==> src/hdl/sla_pkg.sv <==
package sla_pkg;

  // Request limits and page rounding
  localparam int MAX_DIM   = 8192;
  localparam int PAGE_LOG  = 12;
  localparam int PAGE_BYTES = 1 << PAGE_LOG;

  // Field widths
  localparam int DIM_W   = 14;
  localparam int BPE_W   = 5;
  localparam int PITCH_W = 19;
  localparam int SIZE_W  = 32;
  localparam int BASE_W  = 24;

  // Internal widths
  localparam int AH_W    = DIM_W + 1;           // aligned height before range check
  localparam int PA_W    = 13;                  // pitch alignment in elements
  localparam int N_W     = 15;                  // width plus alignment minus one
  localparam int Q_W     = 12;                  // quotient of the round-up division
  localparam int PW_W    = PITCH_W + 1;         // pitch before range check
  localparam int PROD_W  = AH_W + PW_W;         // height times pitch
  localparam int RND_W   = PROD_W + 1;          // page rounded size

  // Divider pipeline
  localparam int DIV_STEP   = 3;
  localparam int DIV_STAGES = Q_W / DIV_STEP;

  // Register stages of each unit and the request-to-result latency
  localparam int DEC_STAGES  = 3;
  localparam int SIZE_STAGES = 4;
  localparam int LATENCY     = DEC_STAGES + DIV_STAGES + SIZE_STAGES;

  // Alignment constants
  localparam int PITCH_FALLBACK   = 512;
  localparam int BASE_FALLBACK    = 512;
  localparam int GROUP_SMALL      = 256;
  localparam int GROUP_LARGE      = 512;
  localparam int LINEAR_MIN_PITCH = 64;
  localparam int MICRO_MIN_PITCH  = 8;
  localparam int MICRO_HA_LOG     = 3;
  localparam int BANK_BASE_LOG    = 6;

  localparam logic [RND_W-1:0] PAGE_MASK = RND_W'(PAGE_BYTES - 1);

  // Tiling modes; any other code is macro tiled
  localparam logic [1:0] MODE_LINEAR = 2'd0;
  localparam logic [1:0] MODE_MICRO  = 2'd1;

  // Register map
  localparam logic REG_TILE_WORD  = 1'b0;
  localparam logic REG_INFO_VALID = 1'b1;

  typedef enum logic [1:0] {
    ST_OK         = 2'd0,
    ST_BAD_WORD   = 2'd1,
    ST_ZERO_ALIGN = 2'd2,
    ST_OVERFLOW   = 2'd3
  } sla_status_t;

  // floor(512 / n) for n = 0..31, zero for n = 0. Smaller group quotients are shifts of it.
  localparam logic [9:0] G512_TABLE [32] = '{
    10'd0,   10'd512, 10'd256, 10'd170, 10'd128, 10'd102, 10'd85, 10'd73,
    10'd64,  10'd56,  10'd51,  10'd46,  10'd42,  10'd39,  10'd36, 10'd34,
    10'd32,  10'd30,  10'd28,  10'd26,  10'd25,  10'd24,  10'd23, 10'd22,
    10'd21,  10'd20,  10'd19,  10'd18,  10'd18,  10'd17,  10'd17, 10'd16
  };

  // Per-request data that rides along the divider
  typedef struct packed {
    sla_status_t          status;
    logic                 hw;
    logic [BPE_W-1:0]     bpe;
    logic [DIM_W-1:0]     w;
    logic [AH_W-1:0]      ah;
    logic                 dim_ovf;
    logic [BASE_W-1:0]    base;
  } sla_side_t;

endpackage

==> src/hdl/sla_decode.sv <==
module sla_decode (
  input  logic                         clk,
  input  logic                         rst,
  input  logic                         accept,
  input  logic [13:0]                  width_px,
  input  logic [13:0]                  height_px,
  input  logic [4:0]                   bytes_per_element,
  input  logic [1:0]                   tiling_mode,
  input  logic                         hw_surface,
  input  logic [11:0]                  tile_word,
  input  logic                         tiling_info_valid,
  output logic                         out_valid,
  output sla_pkg::sla_side_t           out_side,
  output logic [sla_pkg::N_W-1:0]      out_num,
  output logic [sla_pkg::PA_W-1:0]     out_pa
);
  import sla_pkg::*;

  // Stage 1: captured request
  logic             v1;
  logic [DIM_W-1:0] w1;
  logic [DIM_W-1:0] h1;
  logic [BPE_W-1:0] bpe1;
  logic [1:0]       mode1;
  logic             hw1;

  // Stage 2: decoded alignments
  logic              v2;
  sla_status_t       status2;
  logic              hw2;
  logic              macro2;
  logic [DIM_W-1:0]  w2;
  logic [BPE_W-1:0]  bpe2;
  logic [AH_W-1:0]   ah2;
  logic              dim_ovf2;
  logic [PA_W-1:0]   pa2;
  logic [2:0]        ha_log2;
  logic [1:0]        ch_log2;
  logic [9:0]        base_lin2;
  logic [8:0]        bank_bpe2;

  // Decode logic
  logic [3:0]        cc;
  logic [3:0]        gc;
  logic [3:0]        banks;
  logic              bad;
  logic              zero;
  logic              macro;
  logic [9:0]        g_tab;
  logic [9:0]        gdiv;
  logic [6:0]        qm;
  logic [6:0]        qm1;
  logic [10:0]       mprod;
  logic [PA_W-1:0]   pa;
  logic [2:0]        ha_log;
  logic [AH_W-1:0]   ha_mask;
  logic [AH_W-1:0]   ah_round;
  logic [9:0]        base_lin;
  sla_status_t       status;

  // Base and numerator logic
  logic [17:0]       pa_bpe;
  logic [BASE_W-1:0] base_tile;
  logic [BASE_W-1:0] base_bank;
  logic [BASE_W-1:0] base;
  logic [N_W-1:0]    num;

  always_comb begin
    cc    = tile_word[3:0];
    gc    = tile_word[11:8];
    bad   = tiling_info_valid && (cc > 4'd3 || gc > 4'd1);
    banks = tiling_info_valid ? tile_word[7:4] : 4'd0;
    g_tab = G512_TABLE[bpe1];

    if (!tiling_info_valid) begin
      gdiv     = '0;
      qm       = '0;
      base_lin = 10'(BASE_FALLBACK);
    end else if (gc[0]) begin
      gdiv     = g_tab;
      qm       = 7'(g_tab >> 3);
      base_lin = 10'(GROUP_LARGE);
    end else begin
      gdiv     = g_tab >> 1;
      qm       = 7'(g_tab >> 4);
      base_lin = 10'(GROUP_SMALL);
    end

    qm1   = (qm == '0) ? 7'd1 : qm;
    mprod = 11'(qm1 * banks);

    case (mode1)
      MODE_LINEAR: begin
        macro  = 1'b0;
        ha_log = 3'(MICRO_HA_LOG);
        if (!tiling_info_valid) begin
          pa = PA_W'(PITCH_FALLBACK);
        end else if (gdiv > 10'(LINEAR_MIN_PITCH)) begin
          pa = PA_W'(gdiv);
        end else begin
          pa = PA_W'(LINEAR_MIN_PITCH);
        end
      end
      MODE_MICRO: begin
        macro  = 1'b0;
        ha_log = 3'(MICRO_HA_LOG);
        pa     = (gdiv > 10'(MICRO_MIN_PITCH)) ? PA_W'(gdiv) : PA_W'(MICRO_MIN_PITCH);
      end
      default: begin
        macro  = 1'b1;
        ha_log = 3'({1'b0, cc[1:0]}) + 3'(MICRO_HA_LOG);
        pa     = PA_W'({mprod, 3'b000});
      end
    endcase

    // Banks read as zero without valid tiling info, so this covers both macro cases
    zero = (bpe1 == '0) || (macro && banks == '0);

    if (bad) begin
      status = ST_BAD_WORD;
    end else if (zero) begin
      status = ST_ZERO_ALIGN;
    end else begin
      status = ST_OK;
    end

    ha_mask  = AH_W'((AH_W'(1) << ha_log) - AH_W'(1));
    ah_round = ({1'b0, h1} + ha_mask) & ~ha_mask;
  end

  always_comb begin
    pa_bpe    = 18'(pa2 * bpe2);
    base_tile = BASE_W'(pa_bpe) << ha_log2;
    base_bank = BASE_W'(bank_bpe2) << (5'(ch_log2) + 5'(BANK_BASE_LOG));
    if (macro2) begin
      base = (base_tile > base_bank) ? base_tile : base_bank;
    end else begin
      base = BASE_W'(base_lin2);
    end
    num = N_W'({1'b0, w2}) + N_W'(pa2) - N_W'(1);
  end

  always_ff @(posedge clk) begin
    if (rst) begin
      v1        <= 1'b0;
      v2        <= 1'b0;
      out_valid <= 1'b0;
    end else begin
      v1        <= accept;
      v2        <= v1;
      out_valid <= v2;
    end
  end

  always_ff @(posedge clk) begin
    w1    <= width_px;
    h1    <= height_px;
    bpe1  <= bytes_per_element;
    mode1 <= tiling_mode;
    hw1   <= hw_surface;

    status2   <= status;
    hw2       <= hw1;
    macro2    <= macro;
    w2        <= w1;
    bpe2      <= bpe1;
    ah2       <= hw1 ? ah_round : {1'b0, h1};
    dim_ovf2  <= (w1 > DIM_W'(MAX_DIM)) || (h1 > DIM_W'(MAX_DIM));
    pa2       <= pa;
    ha_log2   <= ha_log;
    ch_log2   <= cc[1:0];
    base_lin2 <= base_lin;
    bank_bpe2 <= 9'(banks * bpe1);

    out_side.status  <= status2;
    out_side.hw      <= hw2;
    out_side.bpe     <= bpe2;
    out_side.w       <= w2;
    out_side.ah      <= ah2;
    out_side.dim_ovf <= dim_ovf2;
    out_side.base    <= base;
    out_num          <= num;
    out_pa           <= pa2;
  end

endmodule

==> src/hdl/sla_div.sv <==
module sla_div (
  input  logic                         clk,
  input  logic                         rst,
  input  logic                         in_valid,
  input  sla_pkg::sla_side_t           in_side,
  input  logic [sla_pkg::N_W-1:0]      in_num,
  input  logic [sla_pkg::PA_W-1:0]     in_div,
  output logic                         out_valid,
  output sla_pkg::sla_side_t           out_side,
  output logic [sla_pkg::Q_W-1:0]      out_quo,
  output logic [sla_pkg::PA_W-1:0]     out_div
);
  import sla_pkg::*;

  logic            vld  [DIV_STAGES];
  sla_side_t       side [DIV_STAGES];
  logic [N_W-1:0]  num  [DIV_STAGES];
  logic [PA_W-1:0] dv   [DIV_STAGES];
  logic [PA_W-1:0] rem  [DIV_STAGES];
  logic [Q_W-1:0]  quo  [DIV_STAGES];

  for (genvar s = 0; s < DIV_STAGES; s++) begin : g_stage
    logic            v_in;
    sla_side_t       side_in;
    logic [N_W-1:0]  num_in;
    logic [PA_W-1:0] d_in;
    logic [PA_W-1:0] rem_in;
    logic [Q_W-1:0]  quo_in;
    logic [PA_W-1:0] rem_out;
    logic [Q_W-1:0]  quo_out;

    if (s == 0) begin : g_first
      // Top bits of the numerator stay below the divisor, so start there
      assign v_in    = in_valid;
      assign side_in = in_side;
      assign num_in  = in_num;
      assign d_in    = in_div;
      assign rem_in  = PA_W'(in_num[N_W-1:Q_W]);
      assign quo_in  = '0;
    end else begin : g_next
      assign v_in    = vld[s-1];
      assign side_in = side[s-1];
      assign num_in  = num[s-1];
      assign d_in    = dv[s-1];
      assign rem_in  = rem[s-1];
      assign quo_in  = quo[s-1];
    end

    // Restoring division, one quotient bit per step
    always_comb begin
      logic [PA_W:0] t;
      logic [PA_W-1:0] r;
      logic [Q_W-1:0] q;
      r = rem_in;
      q = quo_in;
      for (int j = 0; j < DIV_STEP; j++) begin
        t = {r, num_in[Q_W-1-s*DIV_STEP-j]};
        if (t >= {1'b0, d_in}) begin
          r = PA_W'(t - {1'b0, d_in});
          q[Q_W-1-s*DIV_STEP-j] = 1'b1;
        end else begin
          r = t[PA_W-1:0];
        end
      end
      rem_out = r;
      quo_out = q;
    end

    always_ff @(posedge clk) begin
      if (rst) begin
        vld[s] <= 1'b0;
      end else begin
        vld[s] <= v_in;
      end
    end

    always_ff @(posedge clk) begin
      side[s] <= side_in;
      num[s]  <= num_in;
      dv[s]   <= d_in;
      rem[s]  <= rem_out;
      quo[s]  <= quo_out;
    end
  end

  assign out_valid = vld[DIV_STAGES-1];
  assign out_side  = side[DIV_STAGES-1];
  assign out_quo   = quo[DIV_STAGES-1];
  assign out_div   = dv[DIV_STAGES-1];

endmodule

==> src/hdl/sla_size.sv <==
module sla_size (
  input  logic                         clk,
  input  logic                         rst,
  input  logic                         in_valid,
  input  sla_pkg::sla_side_t           in_side,
  input  logic [sla_pkg::Q_W-1:0]      in_quo,
  input  logic [sla_pkg::PA_W-1:0]     in_div,
  output logic                         done,
  output logic [18:0]                  pitch_bytes,
  output logic [13:0]                  padded_height,
  output logic [31:0]                  size_bytes,
  output logic [23:0]                  base_align_bytes,
  output logic [1:0]                   status
);
  import sla_pkg::*;

  // Stage a: aligned width
  logic            va;
  sla_side_t       side_a;
  logic [N_W-1:0]  aw;
  // Stage b: pitch
  logic            vb;
  sla_side_t       side_b;
  logic [PW_W-1:0] pitch_b;
  // Stage c: height times pitch
  logic            vc;
  sla_side_t       side_c;
  logic [PW_W-1:0] pitch_c;
  logic [PROD_W-1:0] prod_c;

  logic [PA_W+Q_W-1:0] quo_div;
  logic [RND_W-1:0]    rounded;
  logic [RND_W-1:0]    size_r;
  logic                ovf;

  logic [PITCH_W-1:0]  pitch_next;
  logic [DIM_W-1:0]    height_next;
  logic [SIZE_W-1:0]   size_next;
  logic [BASE_W-1:0]   base_next;
  sla_status_t         status_next;

  assign quo_div = (PA_W+Q_W)'(in_quo * in_div);

  always_comb begin
    rounded = {1'b0, prod_c} + PAGE_MASK;
    size_r  = rounded & ~PAGE_MASK;
    ovf     = side_c.dim_ovf || pitch_c[PITCH_W] || side_c.ah[DIM_W]
              || (size_r[RND_W-1:SIZE_W] != '0);

    case (side_c.status)
      ST_BAD_WORD, ST_ZERO_ALIGN: begin
        pitch_next  = '0;
        height_next = '0;
        size_next   = '0;
        base_next   = '0;
        status_next = side_c.status;
      end
      default: begin
        base_next = side_c.base;
        if (ovf) begin
          pitch_next  = '1;
          height_next = '1;
          size_next   = '1;
          status_next = ST_OVERFLOW;
        end else begin
          pitch_next  = pitch_c[PITCH_W-1:0];
          height_next = side_c.ah[DIM_W-1:0];
          size_next   = size_r[SIZE_W-1:0];
          status_next = ST_OK;
        end
      end
    endcase
  end

  always_ff @(posedge clk) begin
    if (rst) begin
      va   <= 1'b0;
      vb   <= 1'b0;
      vc   <= 1'b0;
      done <= 1'b0;
    end else begin
      va   <= in_valid;
      vb   <= va;
      vc   <= vb;
      done <= vc;
    end
  end

  always_ff @(posedge clk) begin
    side_a  <= in_side;
    aw      <= in_side.hw ? quo_div[N_W-1:0] : N_W'(in_side.w);
    side_b  <= side_a;
    pitch_b <= PW_W'(aw * side_a.bpe);
    side_c  <= side_b;
    pitch_c <= pitch_b;
    prod_c  <= PROD_W'(side_b.ah * pitch_b);

    pitch_bytes      <= pitch_next;
    padded_height    <= height_next;
    size_bytes       <= size_next;
    base_align_bytes <= base_next;
    status           <= status_next;
  end

  a_error_zeroes: assert property (@(posedge clk) disable iff (rst)
    done && (status == ST_BAD_WORD || status == ST_ZERO_ALIGN)
    |-> pitch_bytes == '0 && padded_height == '0 && size_bytes == '0
        && base_align_bytes == '0)
    else $error("error result carries nonzero fields");

  a_overflow_ones: assert property (@(posedge clk) disable iff (rst)
    done && status == ST_OVERFLOW
    |-> (&pitch_bytes) && (&padded_height) && (&size_bytes))
    else $error("overflow result not saturated");

  a_page_rounded: assert property (@(posedge clk) disable iff (rst)
    done && status == ST_OK |-> size_bytes[PAGE_LOG-1:0] == '0)
    else $error("size not rounded to a page");

endmodule

==> src/hdl/surface_layout_alignment_core.sv <==
// Surface layout and alignment core. A request (width, height, bytes per
// element, tiling mode, hardware flag) is taken on any cycle with start high;
// busy stays low, since the pipeline never stalls, so one request can enter
// every clock. Each answer is shown for a single cycle with done high:
// row pitch, aligned height, size rounded up to a 4096-byte page, base
// alignment and a status code. The pipeline is built from three decode
// stages, a four-stage round-up divider (three quotient bits per stage)
// and four stages of multiply, page rounding and range checks. The
// receiver must take each result in its done cycle; there is no back pressure.
// The tile word and its valid flag sit behind the APB port (tile word at
// byte address 0, valid flag at 4) and are to be written only while no
// request is in flight.

module surface_layout_alignment_core (
  input  logic        clk,
  input  logic        rst,
  // Request channel
  input  logic        start,
  output logic        busy,
  input  logic [13:0] width_px,
  input  logic [13:0] height_px,
  input  logic [4:0]  bytes_per_element,
  input  logic [1:0]  tiling_mode,
  input  logic        hw_surface,
  // Result channel
  output logic        done,
  output logic [18:0] pitch_bytes,
  output logic [13:0] padded_height,
  output logic [31:0] size_bytes,
  output logic [23:0] base_align_bytes,
  output logic [1:0]  status,
  // Configuration port
  input  logic        psel,
  input  logic        penable,
  input  logic        pwrite,
  input  logic [2:0]  paddr,
  input  logic [31:0] pwdata,
  output logic [31:0] prdata,
  output logic        pready
);
  import sla_pkg::*;

  logic [11:0] tile_word;
  logic        tiling_info_valid;
  logic        accept;
  logic        cfg_write;

  logic               dec_valid;
  sla_side_t          dec_side;
  logic [N_W-1:0]     dec_num;
  logic [PA_W-1:0]    dec_pa;

  logic               div_valid;
  sla_side_t          div_side;
  logic [Q_W-1:0]     div_quo;
  logic [PA_W-1:0]    div_div;

  // No back pressure anywhere in the pipeline
  assign busy   = 1'b0;
  assign pready = 1'b1;
  assign accept = start && !busy;

  // APB registers; word index is the address bit above the byte offset
  assign cfg_write = psel && penable && pwrite && pready;

  always_ff @(posedge clk) begin
    if (rst) begin
      tile_word         <= '0;
      tiling_info_valid <= 1'b0;
    end else if (cfg_write) begin
      case (paddr[2])
        REG_TILE_WORD:  tile_word         <= pwdata[11:0];
        REG_INFO_VALID: tiling_info_valid <= pwdata[0];
        default:        tile_word         <= tile_word;
      endcase
    end
  end

  always_comb begin
    case (paddr[2])
      REG_TILE_WORD:  prdata = {20'd0, tile_word};
      REG_INFO_VALID: prdata = {31'd0, tiling_info_valid};
      default:        prdata = '0;
    endcase
  end

  // Decode the tile word, pick pitch/height/base alignments, align the height of hardware surfaces
  sla_decode u_decode (
    .clk               (clk),
    .rst               (rst),
    .accept            (accept),
    .width_px          (width_px),
    .height_px         (height_px),
    .bytes_per_element (bytes_per_element),
    .tiling_mode       (tiling_mode),
    .hw_surface        (hw_surface),
    .tile_word         (tile_word),
    .tiling_info_valid (tiling_info_valid),
    .out_valid         (dec_valid),
    .out_side          (dec_side),
    .out_num           (dec_num),
    .out_pa            (dec_pa)
  );

  // Round the width up to the pitch alignment, which need not be a power of two
  sla_div u_div (
    .clk       (clk),
    .rst       (rst),
    .in_valid  (dec_valid),
    .in_side   (dec_side),
    .in_num    (dec_num),
    .in_div    (dec_pa),
    .out_valid (div_valid),
    .out_side  (div_side),
    .out_quo   (div_quo),
    .out_div   (div_div)
  );

  // Pitch, size, page rounding, range checks and the result register
  sla_size u_size (
    .clk              (clk),
    .rst              (rst),
    .in_valid         (div_valid),
    .in_side          (div_side),
    .in_quo           (div_quo),
    .in_div           (div_div),
    .done             (done),
    .pitch_bytes      (pitch_bytes),
    .padded_height    (padded_height),
    .size_bytes       (size_bytes),
    .base_align_bytes (base_align_bytes),
    .status           (status)
  );

  a_fixed_latency: assert property (@(posedge clk) disable iff (rst)
    accept |-> ##LATENCY done)
    else $error("request did not produce a result on time");

  a_no_spurious_done: assert property (@(posedge clk) disable iff (rst)
    done |-> $past(accept, LATENCY))
    else $error("result without a matching request");

endmodule
==> config.mk <==
export PLATFORM = sky130hd
export DESIGN_NAME = surface_layout_alignment_core
export DESIGN_NICKNAME = d
export VERILOG_FILES = /design/src/hdl/sla_pkg.sv /design/src/hdl/sla_decode.sv /design/src/hdl/sla_div.sv /design/src/hdl/sla_size.sv /design/src/hdl/surface_layout_alignment_core.sv
export SDC_FILE = /design/constraint.sdc
export NUM_CORES = 2
export LEC_CHECK = 0
export BUFFER_PORTS_ARGS = -buffer_cell sky130_fd_sc_hd__buf_2
export CORE_AREA = 2 2 304 306
export CTS_BUF_LIST = sky130_fd_sc_hd__clkbuf_2 sky130_fd_sc_hd__clkbuf_4 sky130_fd_sc_hd__clkbuf_8
export CTS_CLUSTER_SIZE = 14
export DETAILED_ROUTE_END_ITERATION = 8
export DIE_AREA = 0 0 306 308
export MAX_ROUTING_LAYER = met4
export PLACE_DENSITY = 0.7
export SKIP_LAST_GASP = 1
export SLEW_MARGIN = 10
export SYNTH_ARGS = -nofsm -noshare
export SYNTH_HDL_FRONTEND = slang
export SYNTH_SLANG_ARGS = --single-unit
==> constraint.sdc <==
create_clock -name clk -period 16.9 [get_ports clk]
set_clock_uncertainty 0.1 [all_clocks]
set_input_delay 2.535 -clock clk [delete_from_list [all_inputs] [get_ports clk]]
set_output_delay 2.535 -clock clk [all_outputs]
set_load 0.005 [all_outputs]
==> flow_metrics.env <==
export IMPL_cp_max_fo=20
export IMPL_hpwl_mm=77.9
export IMPL_setup_tns_ns=0
export IMPL_synth_top_area_share_pct=36.5
export IMPL_num_vias=33857
export IMPL_synthCells=5053
export IMPL_grt_max_degree=54
export IMPL_hold_depth=0
export IMPL_grt_usage_pct=22.7
export IMPL_grt_pass1_vias=33741
export IMPL_syn2layout_area_growth_pct=9.64
export IMPL_clk_pin_slew_ns=0.06
export IMPL_status="complete, no violations"
export IMPL_synth_seq_cells=906
export IMPL_synth_area_leader_cell="dfxtp_1"
export IMPL_cts_sinks=906
export IMPL_cts_resized=0
export IMPL_clock_path_buffers=3
export IMPL_grt_pass1_wl_mm=168
export IMPL_critPathRequiredTime_ns=17.47
export IMPL_rsz0062_at_grt="false"
export IMPL_fin_crit_ns=8.83
export IMPL_row_count=111
export IMPL_nFillCells=7609
export IMPL_drive_gt1_share_pct=9.76
export IMPL_fin_crit_sh_pct=52.3
export IMPL_cp_start_kind="register"
export IMPL_slowest_delay_ns=0.67
export IMPL_synthDistinctLibCells=91
export IMPL_hold_class="reg2reg"
export IMPL_gp_congestion=0.916
export IMPL_initialDrtViolationCount=1885
export IMPL_htreeDepth=4
export IMPL_reg2regPathDepth=28
export IMPL_antenna_found_initial=4
export IMPL_portBuffers=158
export IMPL_critical_path_class="reg2reg"
export IMPL_synth_edf_count=0
export IMPL_chipHeight_um=308
export IMPL_slowest_stage="o21ai_0"
export IMPL_wire_per_inst_um=15.6
export IMPL_final_antenna_net_count=0
export IMPL_drc_errors=0
export IMPL_core_area_um2=91000
export IMPL_fmax_mhz=113
export IMPL_slew_headroom_pct=36.2
export IMPL_synth_area_leaders="dfxtp_1 (37%), fa_1 (16%), ha_1 (11%), inv_1 (4.6%), nand2_1 (4.0%)"
export IMPL_cts_hold_fix_buffers=0
export IMPL_initial_core_util_pct=54.6
export IMPL_cp_common_cell="a21oi_1"
export IMPL_avgViaCountPerCell=5.21
export IMPL_synth_seq_area_share_pct=36.5
export IMPL_crit_arrival_ns=9.40
export IMPL_die_x_um=306
export IMPL_wl_mm=102
export IMPL_insertion_delay_ns=0.83
export IMPL_synth_ff_type="dfxtp_1"
export IMPL_end_kind="register"
export IMPL_cts_tree="done"
export IMPL_cts_made_buffers=140
export IMPL_setup_viol=0
export IMPL_top_level_ports=203
export IMPL_postCtsSetupBuffers=0
export IMPL_grt_remaining_overflow=0
export IMPL_drt_first_pass_iters=5
export IMPL_finalMaxSlewViolations=0
export IMPL_final_nets=6119
export IMPL_netlist_area_um2=49600
export IMPL_synth_async_reset_ratio_pct=0
export IMPL_worst_pin_slew_ns=0.957
export IMPL_syn_avg_cell_area_um2=9.82
export IMPL_max_cap_viol_count=0
export IMPL_die_area_um2=94200
export IMPL_hold_viol_final=0
export IMPL_yosys_warnings=0
export IMPL_root_buffer="clkbuf_8"
==> sequential cells by signal (all words and copies together), names as in the netlist, 18 cells and up <==
register and cells:
u_decode.out_side 62, u_div.dv 52, u_div.num 18, u_div.quo 30, u_div.rem 39, u_div.side 248
u_size.base_align_bytes 24, u_size.pitch_b 20, u_size.pitch_bytes 19, u_size.pitch_c 20, u_size.prod_c 35, u_size.side_a 47
u_size.side_b 42, u_size.side_c 42, u_size.size_bytes 21
==> cell usage in the layout (no fill, tap or decap), types with 34 or more instances in the layout <==
cell / count
a21o_1: 60
a21oi_1: 197
and2_1: 300
and3_1: 34
buf_2: 158
clkbuf_8: 174
conb_1: 38
dfxtp_1: 906
fa_1: 401
ha_1: 430
inv_1: 612
mux2_2: 52
mux2i_1: 57
nand2_1: 526
nand3_1: 52
nand4_1: 45
nor2_1: 263
nor2b_1: 54
nor3_1: 82
o21a_1: 36
o21ai_0: 147
xnor2_1: 167
xor2_1: 62
==> metal layers <==
metal  track usage [%]  routed length (µm)
met5                 -                   0
met4              7.35                2660
met3              4.01                5290
met2              36.4               47300
met1              29.1               46400
==> worst paths after layout <==
check / slack [ns] / start / to
setup reg to reg: 8.07 / u_div.dv[1][0] / u_div.rem[2][12]
hold / removal: 0.21 / u_div.side[1][58] / u_div.side[2][58]
setup / recovery: 8.07 / u_div.dv[1][0] / u_div.rem[2][12]
hold reg to reg: 0.21 / u_div.side[1][58] / u_div.side[2][58]
==> metrics by stage <==
stage | setup WS [ns] | hold slack (ns) | utilization, % | std cells | cell area [µm²]
3_5_place_dp | 8.21 | 0.212 | 56.4 | 6255 | 51300
4_1_cts | 8.20 | 0.202 | 59.8 | 6501 | 54400
5_1_grt | 7.27 | 0.211 | 59.8 | 6503 | 54400
6_report | 8.07 | 0.207 | 59.8 | 6503 | 54400
3_3_place_gp | 8.25 | 0.210 | 56.4 | 6255 | 51300
2_1_floorplan | 9.19 | 0.210 | - | 5089 | 49800
==> cell type report <==
type | instances | area, µm² | area share, %
diodes | 2 | 5.00 | 0.00920
multi-input cells | 3377 | 28500 | 52.4
well taps | 1186 | 1480 | 2.73
clock inverters | 40 | 482 | 0.885
inverters | 619 | 2320 | 4.27
flip-flops and latches | 906 | 18100 | 33.3
repair buffers | 167 | 858 | 1.58
clock buffers | 206 | 2640 | 4.84
==> cells in the mapped netlist, drive strengths merged (45+ instances only) <==
cell type,number
xor2,63
mux2i,57
xnor2,168
inv,617
and2,301
ha,430
nor3,82
nand3,52
nand2,526
o21ai,153
nor2,263
clkbuf,135
nand4,45
dfxtp,906
buf,52
a21oi,199
a21o,60
nor2b,54
fa,401
mux2,55
==> critical path: cells and delay by family (launching register included) <==
kind,cells,cell delay (ns)
flops,1,0.42
fa+ha+maj,4,1.44
compound gates,15,4.68
buf+inv,3,0.35
mux,1,0.22
simple gates,5,1.49
==> logic make-up (layout without fill, tap and decap cells) <==
kind of cell / Yosys count / after routing / share of synthesized area, %
AO/OA/AOI/OAI: 692 / 692 / 9.11
XOR/XNOR: 231 / 231 / 4.08
adder cells (fa/ha/maj): 832 / 832 / 27.0
buffers and inverters: 806 / 1032 / 6.40
flip-flops: 906 / 906 / 36.5
multiplexers: 113 / 113 / 2.44
other: 2 / 40 / 0.0151
AND/OR/NAND/NOR: 1471 / 1471 / 14.4
Power is left out: the tool's default activity adds up to more than one toggle a clock period on the data nets, which glitch-free logic cannot reach.
